[config.mk]
export PLATFORM = sky130hd
export DESIGN_NAME = stb_queue
export DESIGN_NICKNAME = d
export VERILOG_FILES = /design/src/sv/stb_pkg.sv /design/src/sv/stb_queue.sv
export SDC_FILE = /design/constraint.sdc
export NUM_CORES = 1
export LEC_CHECK = 0
export BUFFER_PORTS_ARGS = -buffer_cell sky130_fd_sc_hd__buf_2
export CORE_AREA = 2 2 96 98
export CTS_CLUSTER_DIAMETER = 60
export DETAILED_ROUTE_END_ITERATION = 7
export DIE_AREA = 0 0 98 100
export PLACE_DENSITY_LB_ADDON = 0.15
export SETUP_SLACK_MARGIN = 0.05
export SLEW_MARGIN = 20
export SYNTH_ARGS = -nofsm -noshare
export SYNTH_HDL_FRONTEND = slang
export SYNTH_SLANG_ARGS = --single-unit
export TNS_END_PERCENT = 100
[constraint.sdc]
create_clock -name clk -period 2.7 [get_ports clk]
set_input_delay 0.135 -clock clk [delete_from_list [all_inputs] [get_ports clk]]
set_output_delay 0.135 -clock clk [all_outputs]
set_load 0.01 [all_outputs]
[src/sv/stb_pkg.sv]
`timescale 1ns / 1ps

package stb_pkg;

  localparam int CHANNELS  = 64;
  localparam int LEVELS    = 3;

  localparam int CH_AW     = (CHANNELS > 1) ? $clog2(CHANNELS) : 1;
  localparam int LV_W      = (LEVELS > 1) ? $clog2(LEVELS) : 1;
  localparam int TBL_W     = 16;
  localparam int SIGMA_W   = 8;
  localparam int NUM_SIGMA = 3;
  localparam int CNT_W     = 11;
  localparam logic [CNT_W-1:0] CNT_MAX = '1;

  localparam int DIFF_W    = CNT_W + 9;
  localparam int PROD_W    = DIFF_W + TBL_W + 1;
  localparam int RND_SHIFT = 12;
  localparam int RND_HALF  = 1 << (RND_SHIFT - 1);

  localparam int QDEPTH    = 4;
  localparam int QAW       = $clog2(QDEPTH);

  localparam logic [SIGMA_W-1:0] SIGMA_LOW_RST  = 8'd48;
  localparam logic [SIGMA_W-1:0] SIGMA_MID_RST  = 8'd64;
  localparam logic [SIGMA_W-1:0] SIGMA_HIGH_RST = 8'd80;

  typedef enum logic [1:0] {
    OP_SAMPLE = 2'd0,
    OP_STD    = 2'd1,
    OP_MEAN   = 2'd2,
    OP_INV    = 2'd3
  } op_t;

  typedef enum logic [1:0] {
    CLS_SAMPLE = 2'd0,
    CLS_MEAN   = 2'd1,
    CLS_INV    = 2'd2
  } cls_t;

  typedef enum logic [1:0] {
    CFG_SIGMA_LOW  = 2'd0,
    CFG_SIGMA_MID  = 2'd1,
    CFG_SIGMA_HIGH = 2'd2
  } cfg_idx_t;

  typedef logic [NUM_SIGMA-1:0][SIGMA_W-1:0] sigma_t;
  typedef logic [LEVELS-1:0][CNT_W-1:0] cnt_vec_t;

  // Classified work item passed from the front end to the back end.
  typedef struct packed {
    cls_t              cls;
    logic [CH_AW-1:0]  ch;
    logic [LV_W-1:0]   lv;
    logic [TBL_W-1:0]  tv;
    logic              bin_end;
    logic [LEVELS-1:0] hit;
  } stb_item_t;

endpackage

[src/sv/stb_queue.sv]
`timescale 1ns / 1ps

module stb_queue import stb_pkg::*; (
  input  logic      clk,
  input  logic      rst_n,
  input  logic      push_valid,
  output logic      push_ready,
  input  stb_item_t push_item,
  output logic      pop_valid,
  input  logic      pop_ready,
  output stb_item_t pop_item
);

  stb_item_t      slot_r [QDEPTH];
  logic [QAW-1:0] wr_ptr_r, wr_ptr_nxt;
  logic [QAW-1:0] rd_ptr_r, rd_ptr_nxt;
  logic [QAW:0]   fill_r, fill_nxt;
  logic           do_push, do_pop;

  assign push_ready = fill_r != (QAW+1)'(QDEPTH);
  assign pop_valid  = fill_r != '0;
  assign do_push    = push_valid && push_ready;
  assign do_pop     = pop_valid && pop_ready;
  assign pop_item   = slot_r[rd_ptr_r];

  always_comb begin
    wr_ptr_nxt = do_push ? wr_ptr_r + 1'b1 : wr_ptr_r;
    rd_ptr_nxt = do_pop ? rd_ptr_r + 1'b1 : rd_ptr_r;
    fill_nxt   = fill_r + (QAW+1)'(do_push) - (QAW+1)'(do_pop);
  end

  always_ff @(posedge clk) begin
    if (!rst_n) begin
      wr_ptr_r <= '0;
      rd_ptr_r <= '0;
      fill_r   <= '0;
    end else begin
      wr_ptr_r <= wr_ptr_nxt;
      rd_ptr_r <= rd_ptr_nxt;
      fill_r   <= fill_nxt;
    end
  end

  always_ff @(posedge clk) begin
    if (do_push) begin
      slot_r[wr_ptr_r] <= push_item;
    end
  end

endmodule

==> results.yml <==
grt:
  grt_start_max_net_pins: 31
  grt_pass1_vias: 2362
  use_met3_pct: 5.92
  grt_util_all_layers_pct: 17.6
  grt.met1_usage_pct: 22.7
  grtUsageMet2_pct: 28.2
  grt_pass1_wl_mm: 12.4
  top_usage_layer: "met2"
  antenna_found_initial: 0
  grt_overflow: 0
placement:
  io_buffers: 65
  gp_congestion: 0.699
  post-dp-hpwl_mm: 4.72
  dp_slack_ns: 0.481
  placed_area_um2: 5340
  dp_cells: 379
die:
  die_area_um2: 9800
  num_rows: 35
  dieHeight_um: 100
  die-width_um: 98
  core_um2: 8890
  io_pins: 66
  start_util_pct: 54.1
run:
  drv_cap: 0
timing:
  tns_ns: 0
  fin_skew_ns: 0.00966
  relSlewSlack_pct: 45.5
  finalCritPeriodShare_pct: 86.2
  worst_pin_slew_ns: 0.818
  grt_setup_unrepaired: "no"
  hold_viol_final: 0
  setup_slack_ns: 0.373
  slew_violations: 0
  max_freq_ghz: 0.430
  period_minus_slack_ns: 2.33
  setup_violations: 0
clock_tree:
  cts.sinks: 129
  cts-root-buf: "clkbuf_8"
  post_cts_buffers: 0
  cts_resized: 0
  cts_hold_buf: 31
  cts_made_buffers: 17
  cts_max_path_buffers: 2
  worstSkewPairLatency_ns: 0.51
  cts_tree: "yes"
  h-tree-depth: 4
  path_clk_slew_ns: 0.06
pwr:
  p_leak_nw: 2.18
  peakVddDrop_v: 0.000519
  p_per_area_nw_per_um2: 967
synth:
  ys_ff_latch: 129
  synth_nets: 245
  yosys_warnings: 0
  synth_cell_types: 19
  syn_area_um2: 4810
  syn_avg_cell_area_um2: 23.6
  postSynthCellCount: 204
  yosysSeqAreaShare_pct: 78.7
drt:
  route.detailed.drc: 0
  vias: 2316
  drt-pass1-iter-count: 4
  wl_per_cell_um: 18.2
  final_antenna_net_count: 0
  drt_iter0_markers: 145
  drt-vias-per-instance: 5.25
  routed_wl_mm: 8.05
layout:
  layout-drive-gt1-share_pct: 40.9
  diodes: 0
  stdcell_count: 441
  design_area_um2: 6230
  fin_nets: 359
  final_util_pct: 70.1
  layout_common_cells: "120 x edfxtp_1, 65 x buf_2, 31 x dlygate4sd3_1"
  layout_commonest_cell: "edfxtp_1"
  areaGrowthSynthToFinish_pct: 29.6
min_path:
  holdPathStages: 4
  hold_class: "primary input to register"
  hp-start: "pop_ready"
setup_path:
  crit_arrival_ns: 2.19
  crit_path_start_kind: "register"
  crit_type: "register to output port"
  ff2ff_path_depth: 11
  worst-path-max-fanout: 16
  rrSetupSlack_ns: 0.48
  r2r-start: "fill_r[1]"
  end_kind: "output port"
  reg2reg_to: "fill_r[2]"
  critPathRequiredTime_ns: 2.57
outcome:
  status: "complete, no violations"
cell usage after synthesis, drive strengths merged:
cell	n	share of area [%]
dfxtp	9	3.7
o311ai	1	0.34
clkbuf	1	0.078
nand2	5	0.39
nor2b	3	0.39
xnor2	4	0.73
nor2	1	0.078
mux2i	2	0.42
ha	6	1.6
and2	7	0.91
inv	5	0.39
buf	6	1.0
o31a	1	0.18
edfxtp	120	75
fa	1	0.42
or3	1	0.13
a21boi	1	0.23
mux4	30	14
cell type report:
| type | instances | area (um^2) |
|---|---|---|
| clock inverter | 12 | 166 |
| fill | 544 | 2660 |
| timing repair buffer | 102 | 743 |
| multi-input combinational | 63 | 958 |
| clock buffer | 19 | 422 |
| sequential | 129 | 3790 |
| inverter | 5 | 18.8 |
| tap | 111 | 139 |
report_power, final:
| part | leakage [nW] | switching [mW] | internal, mW |
|---|---|---|---|
| registers | 1.17 | 0.171 | 2.43 |
| logic | 0.725 | 0.533 | 0.646 |
| clock network | 0.284 | 0.761 | 1.48 |
| total | 2.18 | 1.47 | 4.56 |
cells by family after synthesis:
logic type / synth area share (%)
xor gates and xnor gates: 0.729
and+or+nand+nor: 1.90
DFF: 78.7
muxes: 14.5
adders and majority gates: 1.98
AOI/OAI and AO/OA: 0.755
buffers and inverters: 1.48
stage by stage:
stage               hold slack, ns  power (mW)
global placement             0.347        3.79
finish                      0.0897        6.02
floorplan                    0.234        3.38
CTS                         0.0680        6.11
global route                 0.101        6.29
detailed placement           0.353        3.81
critical path: stages, from the launching register on:
cell     delay [ns]
dfxtp_2        0.73
buf_12         0.26
mux4_2         0.52
buf_2          0.16
how the worst max path moves through the flow:
stage               slack [ns]  startpoint           end  cells after the start
floorplan                 0.48   fill_r[1]     fill_r[2]                     11
global placement          0.55   fill_r[1]     fill_r[2]                     11
detailed placement        0.48   fill_r[1]     fill_r[2]                     11
CTS                       0.29    register  pop_item[10]                      3
global route              0.20    register  pop_item[20]                      3
finish                    0.37    register   pop_item[9]                      3
per-layer routing:
metal | up-vias | share of wire [%]
met4 | 0 | 0.91
met5 | - | 0
li1 | 1073 | -
met2 | 61 | 52
met1 | 1174 | 43
met3 | 8 | 4.1
flip-flops by register name (all words and copies together), names as in the netlist, named ones only:
register and count:
slot_r 120, rd_ptr_r 2, fill_r 3, wr_ptr_r 2
Note: power is estimated with default switching activity, not from simulation.
