<file path="src/sv/stb_pkg.sv">
`timescale 1ns / 1ps

package stb_pkg;

  localparam int CHANNELS  = 64;
  localparam int LEVELS    = 3;

  localparam int CH_AW     = (CHANNELS > 1) ? $clog2(CHANNELS) : 1;
  localparam int LV_W      = (LEVELS > 1) ? $clog2(LEVELS) : 1;
  localparam int TBL_W     = 16;
  localparam int SIGMA_W   = 8;
  localparam int NUM_SIGMA = 3;
  localparam int CNT_W     = 11;
  localparam logic [CNT_W-1:0] CNT_MAX = '1;

  localparam int DIFF_W    = CNT_W + 9;
  localparam int PROD_W    = DIFF_W + TBL_W + 1;
  localparam int RND_SHIFT = 12;
  localparam int RND_HALF  = 1 << (RND_SHIFT - 1);

  localparam int QDEPTH    = 4;
  localparam int QAW       = $clog2(QDEPTH);

  localparam logic [SIGMA_W-1:0] SIGMA_LOW_RST  = 8'd48;
  localparam logic [SIGMA_W-1:0] SIGMA_MID_RST  = 8'd64;
  localparam logic [SIGMA_W-1:0] SIGMA_HIGH_RST = 8'd80;

  typedef enum logic [1:0] {
    OP_SAMPLE = 2'd0,
    OP_STD    = 2'd1,
    OP_MEAN   = 2'd2,
    OP_INV    = 2'd3
  } op_t;

  typedef enum logic [1:0] {
    CLS_SAMPLE = 2'd0,
    CLS_MEAN   = 2'd1,
    CLS_INV    = 2'd2
  } cls_t;

  typedef enum logic [1:0] {
    CFG_SIGMA_LOW  = 2'd0,
    CFG_SIGMA_MID  = 2'd1,
    CFG_SIGMA_HIGH = 2'd2
  } cfg_idx_t;

  typedef logic [NUM_SIGMA-1:0][SIGMA_W-1:0] sigma_t;
  typedef logic [LEVELS-1:0][CNT_W-1:0] cnt_vec_t;

  // Classified work item passed from the front end to the back end.
  typedef struct packed {
    cls_t              cls;
    logic [CH_AW-1:0]  ch;
    logic [LV_W-1:0]   lv;
    logic [TBL_W-1:0]  tv;
    logic              bin_end;
    logic [LEVELS-1:0] hit;
  } stb_item_t;

endpackage

</file>
<file path="src/sv/stb_in_if.sv">
`timescale 1ns / 1ps

interface stb_in_if;
  logic        valid;
  logic        ready;
  logic [1:0]  operation;
  logic [5:0]  channel;
  logic [1:0]  level;
  logic signed [15:0] sample;
  logic        bin_end;
  logic [15:0] table_value;

  modport source (
    output valid, operation, channel, level, sample, bin_end, table_value,
    input  ready
  );
  modport sink (
    input  valid, operation, channel, level, sample, bin_end, table_value,
    output ready
  );
endinterface

</file>
<file path="src/sv/stb_ram.sv">
`timescale 1ns / 1ps

module stb_ram #(
  parameter int WIDTH = 16,
  parameter int DEPTH = 64,
  localparam int AW   = (DEPTH > 1) ? $clog2(DEPTH) : 1
) (
  input  logic             clk,
  input  logic             we,
  input  logic [AW-1:0]    waddr,
  input  logic [WIDTH-1:0] wdata,
  input  logic             re,
  input  logic [AW-1:0]    raddr,
  output logic [WIDTH-1:0] rd_data
);

  logic [WIDTH-1:0] mem_r [DEPTH];
  logic [WIDTH-1:0] rd_data_r;

  always_ff @(posedge clk) begin
    if (we) begin
      mem_r[waddr] <= wdata;
    end
    if (re) begin
      rd_data_r <= mem_r[raddr];
    end
  end

  assign rd_data = rd_data_r;

endmodule

</file>
<file path="src/sv/stb_front.sv">
`timescale 1ns / 1ps

module stb_front import stb_pkg::*; (
  input  logic       clk,
  input  logic       rst_n,
  input  sigma_t     sigma,
  stb_in_if.sink     in_ch,
  output logic       push_valid,
  input  logic       push_ready,
  output stb_item_t  push_item
);

  logic             f_valid_r, f_valid_nxt;
  stb_item_t        f_item_r;
  logic [15:0]      f_sample_r;
  logic [TBL_W-1:0] std_rd;

  logic             in_range, lv_ok, keep, acc;
  cls_t             cls;
  logic [CH_AW-1:0] ch;
  logic [16:0]      mag;
  logic [24:0]      mag12;
  logic [SIGMA_W+TBL_W-1:0] thr [LEVELS];
  logic [LEVELS-1:0] hit;

  assign ch       = CH_AW'(in_ch.channel);
  assign in_range = 32'(in_ch.channel) < CHANNELS;
  assign lv_ok    = 32'(in_ch.level) < LEVELS;
  assign acc      = in_ch.valid && in_ch.ready;

  // Sort the operation: std loads finish here, out-of-range items drop.
  always_comb begin
    cls  = CLS_SAMPLE;
    keep = 1'b0;
    case (op_t'(in_ch.operation))
      OP_SAMPLE: begin
        cls  = CLS_SAMPLE;
        keep = in_range;
      end
      OP_MEAN: begin
        cls  = CLS_MEAN;
        keep = in_range && lv_ok;
      end
      OP_INV: begin
        cls  = CLS_INV;
        keep = in_range && lv_ok;
      end
      default: begin
        keep = 1'b0;
      end
    endcase
  end

  stb_ram #(.WIDTH(TBL_W), .DEPTH(CHANNELS)) u_std (
    .clk     (clk),
    .we      (acc && in_range && (op_t'(in_ch.operation) == OP_STD)),
    .waddr   (ch),
    .wdata   (in_ch.table_value),
    .re      (acc && keep),
    .raddr   (ch),
    .rd_data (std_rd)
  );

  assign push_valid  = f_valid_r;
  assign in_ch.ready = !f_valid_r || push_ready;

  always_comb begin
    f_valid_nxt = f_valid_r;
    if (in_ch.ready) begin
      f_valid_nxt = acc && keep;
    end
  end

  always_ff @(posedge clk) begin
    if (!rst_n) begin
      f_valid_r <= 1'b0;
    end else begin
      f_valid_r <= f_valid_nxt;
    end
  end

  always_ff @(posedge clk) begin
    if (acc && keep) begin
      f_item_r.cls     <= cls;
      f_item_r.ch      <= ch;
      f_item_r.lv      <= LV_W'(in_ch.level);
      f_item_r.tv      <= in_ch.table_value;
      f_item_r.bin_end <= in_ch.bin_end;
      f_item_r.hit     <= '0;
      f_sample_r       <= in_ch.sample;
    end
  end

  // Magnitude in Q17.8 against sigma times std, strictly greater.
  assign mag   = f_sample_r[15] ? (17'h10000 - {1'b0, f_sample_r}) : {1'b0, f_sample_r};
  assign mag12 = {mag, 8'b0};

  always_comb begin
    for (int l = 0; l < LEVELS; l++) begin
      thr[l] = sigma[l] * std_rd;
      hit[l] = mag12 > {1'b0, thr[l]};
    end
  end

  always_comb begin
    push_item     = f_item_r;
    push_item.hit = hit;
  end

endmodule

</file>
<file path="src/flat_wrapper.sv">
// flat-port wrapper written by rule: the top's interface ports become plain ports
module stb_front_flat import stb_pkg::*;
  (clk, rst_n, sigma, push_valid, push_ready, push_item, in_ch_valid, in_ch_operation, in_ch_channel, in_ch_level, in_ch_sample, in_ch_bin_end, in_ch_table_value, in_ch_ready);
  stb_in_if in_ch_i ();
  input  logic clk;
  input  logic rst_n;
  input  sigma_t sigma;
  output logic push_valid;
  input  logic push_ready;
  output stb_item_t push_item;
  input wire logic [$bits(in_ch_i.valid)-1:0] in_ch_valid;
  input wire logic [$bits(in_ch_i.operation)-1:0] in_ch_operation;
  input wire logic [$bits(in_ch_i.channel)-1:0] in_ch_channel;
  input wire logic [$bits(in_ch_i.level)-1:0] in_ch_level;
  input wire logic [$bits(in_ch_i.sample)-1:0] in_ch_sample;
  input wire logic [$bits(in_ch_i.bin_end)-1:0] in_ch_bin_end;
  input wire logic [$bits(in_ch_i.table_value)-1:0] in_ch_table_value;
  output wire logic [$bits(in_ch_i.ready)-1:0] in_ch_ready;
  assign in_ch_i.valid = in_ch_valid;
  assign in_ch_i.operation = in_ch_operation;
  assign in_ch_i.channel = in_ch_channel;
  assign in_ch_i.level = in_ch_level;
  assign in_ch_i.sample = in_ch_sample;
  assign in_ch_i.bin_end = in_ch_bin_end;
  assign in_ch_i.table_value = in_ch_table_value;
  assign in_ch_ready = in_ch_i.ready;
  stb_front u_core (.clk(clk), .rst_n(rst_n), .sigma(sigma), .in_ch(in_ch_i), .push_valid(push_valid), .push_ready(push_ready), .push_item(push_item));
endmodule
</file>
<file path="config.mk">
export PLATFORM = sky130hd
export DESIGN_NAME = stb_front_flat
export DESIGN_NICKNAME = d
export VERILOG_FILES = /design/src/sv/stb_pkg.sv /design/src/sv/stb_in_if.sv /design/src/sv/stb_ram.sv /design/src/sv/stb_front.sv /design/src/flat_wrapper.sv
export SDC_FILE = /design/constraint.sdc
export NUM_CORES = 2
export LEC_CHECK = 0
export BUFFER_PORTS_ARGS = -buffer_cell sky130_fd_sc_hd__buf_2
export CORE_MARGIN = 2
export CORE_UTILIZATION = 40
export DETAILED_ROUTE_END_ITERATION = 16
export PLACE_DENSITY = 0.66
export SKIP_CTS_REPAIR_TIMING = 1
export SYNTH_ARGS = -nofsm -noshare
export SYNTH_HDL_FRONTEND = slang
export SYNTH_HIERARCHICAL = 1
export SYNTH_SLANG_ARGS = --single-unit
</file>
<file path="constraint.sdc">
create_clock -name clk -period 22.7 [get_ports clk]
set_clock_uncertainty 0.2 [all_clocks]
set_input_delay 3.405 -clock clk [delete_from_list [all_inputs] [get_ports clk]]
set_output_delay 3.405 -clock clk [all_outputs]
set_load 0.02 [all_outputs]
</file>
==> run summary <==
The flow ran to the end, and the final reports show no timing, DRC or antenna violations. Detailed placement finished with a half-perimeter wire length of 80700 microns. Total of endpoints with negative setup slack in the final report: 0. In the routed layout, each cell is associated on average with a via count of 5.497. The startpoint-to-endpoint class of the critical path was in2out. The worst setup path is captured at an output pin. For this configuration, the core starts out at a cell density of 40.21%. The area added between synthesis and finish is 10.66%, and the count of unresolved DRC violations after routing is 0. The vertical die dimension was 375.3 microns; the hold violation total from the final report was 0. Worst path arrival time: 9.22 ns.

In this run the tool buffered the top-level ports with 102 buffer cells. For the maximum level of the CTS H-tree, the log shows 3. The reported max-cap violation count is 0. The post-synthesis xor/xnor area fraction was 0.9687%; the number of fill cells in the layout was 11926. The synthesized design contains 1083 enable-type register cells.

Setup repair after global routing left no endpoint under its margin. Before antenna repair, the detailed router went through 5 iterations. The first-pass GRT wire length was 194800 microns.

The setup slack at placement came out at 9.859 ns. Entering global routing, the biggest net connects 91 pins. The fraction of the mapped netlist area in compound gates came out at 4.211%. After synthesis, the largest family of logic cells by area is adder cells. Of all nets on the critical path, the largest fanout is 16. STA classifies the critical path startpoint as an input port. The multiplexer share of the synthesized area was 11.29%; the number of antenna violations at the first check in global routing was 5.

Power spread over the standard cell area amounts to 98.37 mW/mm^2. Data on the critical path is required at its endpoint by 19.10 ns. The number of global-route vias before repair came out at 30835.

Summing over every cut layer, the via total after detailed routing is 30258. Pin placement for this block handled 103 I/O pins. In this run, CTS created clock tree buffers numbering 101.

The arithmetic-cell share of the synthesized area counting full adders, half adders and majority gates came out at 13.25%. For the layout net count, the log shows 4141. The die covers 0.1409 sq mm. For this run, asynchronously set or reset flops after synthesis account for 0%.

TritonCTS built the clock tree. The synthesized design contains 1084 register bits. Timing would allow up to 77.95 MHz.

Measured on the finished design, the core utilization comes to 44.50%. For this run the aggregate overflow at the end of global routing stands at 0. The clock reaches the later pin of the worst-skew pair after 0.71 ns.

Counting every net in the synthesized netlist gives 3989. The slew at the pin closest to its max-slew limit came out at 1.252 ns. The share of final-layout standard cells stronger than drive strength 1 is 16.47%, and the multi-input combinational cell area is 0.02058 sq mm.

Worst-case vdd ir drop: 68.18 uV. The worst hold path belongs to the class reg2reg. Counting every instance in the synthesized netlist gives 3485. The run gives 5504 as the number of standard cells in the final layout excluding fillers. The tightest hold path in the finished design has a slack of 0.4454 ns. After detailed routing, the total wire length is 129200 microns.

The maximum number of buffers from clock root to sink is 3, and the number of max-slew violations in the final report is 0. After layout, the worst setup slack is 9.871 ns. Global routing used 18.33% of the available tracks. The most common cell after layout, fill and taps aside is sky130_fd_sc_hd__edfxtp_1. The simple logic cell fraction of the synthesized area was 7.552%. At the end of routability-driven placement, the weighted congestion stood at 0.8541. The share of synthesized area occupied by flip-flops and latches came out at 59.00%.

Dividing the final minimum period by the clock period gives 56.52%. Area of the mapped netlist: 0.05515 sq mm. Summed over all cells, the static leakage comes to 22.04 nW. The most used flip-flop cell after synthesis is sky130_fd_sc_hd__edfxtp_1.

Floorplan die width: 375.3 microns. The run gives 74 as the number of distinct library cell variants in the gate-level netlist after synthesis. The number of rows created at floorplan was 136. The run gives 1084 as the total clock sinks. The tools report the Yosys warning count as 6. The number of nets still failing antenna checks after routing is 0.

Each instance of the synthesized netlist takes up on average 15.83 sq um. The combined flip-flop and latch cell area is 0.03254 sq mm. In the layout the commonest cells are sky130_fd_sc_hd__edfxtp_1, sky130_fd_sc_hd__and2_1, sky130_fd_sc_hd__inv_1, sky130_fd_sc_hd__fa_1, sky130_fd_sc_hd__mux4_2. The count of routing violations after the opening detailed-route iteration is 2996, and the post-route minimum period is 12.83 ns.

The area of the placeable core is 0.1372 sq mm, and the wire length per cell is 23.47 microns. The run gives 5328 as the number of placed instances with taps included. Clock-pin slew was measured on the worst setup and hold paths at 0.06 ns. For the final routed database, the setup TNS stands at 0 ns.

The root buffer cell was sky130_fd_sc_hd__clkbuf_16. For the headroom to the max-slew limit, the log shows 16.38%.
layer usage:
metal	wire length (microns)	vias to the layer above	global-route usage (%)
met3	8441	186	2.781
met1	54080	15816	25.06
met2	63640	1045	30.76
met4	3007	0	4.622
li1	-	13211	-
met5	0	-	0
final timing paths:
path	startpoint	endpoint	slack (ns)	depth (start not counted)
setup / recovery	sigma[15]	push_item[1]	9.87	23
hold / removal	u_core/push_valid$_SDFFE_PN0N_	u_core/push_valid$_SDFFE_PN0N_	0.45	2
setup reg to reg	u_core/push_valid$_SDFFE_PN0N_	u_core/u_std/mem_r[45][13]$_DFFE_PP_	18.89	7
hold reg to reg	u_core/push_valid$_SDFFE_PN0N_	u_core/push_valid$_SDFFE_PN0N_	0.45	2
cell type report:
| type | count | area share [%] |
|---|---|---|
| multi-input cells | 1945 | 33.72 |
| diodes | 1 | 0.004100 |
| well taps | 1794 | 3.678 |
| flip-flops and latches | 1084 | 53.32 |
| clock buffers | 122 | 4.305 |
| inverters | 295 | 1.814 |
| clock inverters | 53 | 0.9246 |
| repair buffers | 210 | 2.229 |
critical path, stage by stage:
cell and delay (ns):
sky130_fd_sc_hd__buf_2 0.20, sky130_fd_sc_hd__and2_1 0.22, sky130_fd_sc_hd__fa_1 0.52, sky130_fd_sc_hd__fa_1 0.52
sky130_fd_sc_hd__fa_1 0.54, sky130_fd_sc_hd__inv_1 0.06, sky130_fd_sc_hd__fa_1 0.53, sky130_fd_sc_hd__inv_1 0.04
sky130_fd_sc_hd__ha_1 0.35, sky130_fd_sc_hd__a21o_1 0.22, sky130_fd_sc_hd__a21o_1 0.18, sky130_fd_sc_hd__a21o_1 0.19
sky130_fd_sc_hd__a2111oi_0 0.45, sky130_fd_sc_hd__a21oi_1 0.13, sky130_fd_sc_hd__a221oi_1 0.30, sky130_fd_sc_hd__nand3_1 0.14
sky130_fd_sc_hd__ha_1 0.31, sky130_fd_sc_hd__nand3_1 0.09, sky130_fd_sc_hd__nor2_1 0.15, sky130_fd_sc_hd__nand3_1 0.09
sky130_fd_sc_hd__nor4_1 0.28, sky130_fd_sc_hd__a31oi_1 0.13, sky130_fd_sc_hd__buf_2 0.18
metrics by stage:
stage	area (sq um)	power, mW
2_1_floorplan	55150	3.887
3_3_place_gp	57830	4.359
3_5_place_dp	57830	4.385
4_1_cts	61030	6.045
5_1_grt	61030	6.409
6_report	61030	6.003
logic make-up (layout without fill, tap and decap cells):
| family | Yosys count | in the layout |
|---|---|---|
| multiplexers | 337 | 337 |
| other | 0 | 1 |
| buffers and inverters | 456 | 680 |
| flip-flops | 1084 | 1084 |
| adder cells (fa/ha/maj) | 433 | 433 |
| XOR/XNOR | 61 | 61 |
| AO/OA/AOI/OAI | 330 | 330 |
| AND/OR/NAND/NOR | 784 | 784 |
sequential cells by signal (all words and copies together) (netlist names):
name	cells
u_core/push_item	27
u_core/push_valid	1
u_core/u_std/mem_r	1024
u_core/f_sample_r	16
u_core/u_std/rd_data	16
power breakdown:
part	internal [mW]	leakage, nW	total [mW]	switching [mW]
clock network	0.918	1.55	1.65	0.732
registers	2.21	9.77	2.22	0.00984
logic	0.909	10.7	2.13	1.22
synthesized netlist by cell type, drive strengths merged (6+ instances only):
master	number	share of area, %
a211oi	14	0.19
mux4	224	9.2
a31oi	18	0.22
clkbuf	84	0.58
nand2b	16	0.18
nand4	21	0.24
a41oi	6	0.095
a21oi	73	0.66
mux2i	86	1.6
nand3	42	0.38
a22o	6	0.095
nor2b	38	0.43
nand2	179	1.2
a21o	43	0.59
mux2	27	0.55
a311oi	11	0.17
ha	181	4.1
and3	6	0.068
a211o	9	0.14
or3	7	0.079
o21a	8	0.11
nor3	20	0.18
inv	295	2.0
nor4	7	0.11
edfxtp	1083	59
xor2	28	0.44
and2	316	3.6
fa	252	9.1
o21ai	41	0.37
a221o	8	0.15
a221oi	20	0.33
buf	77	1.1
o31ai	6	0.082
a22oi	39	0.53
xnor2	33	0.52
nor2	112	0.77
Power figures use the tool's default switching activity.
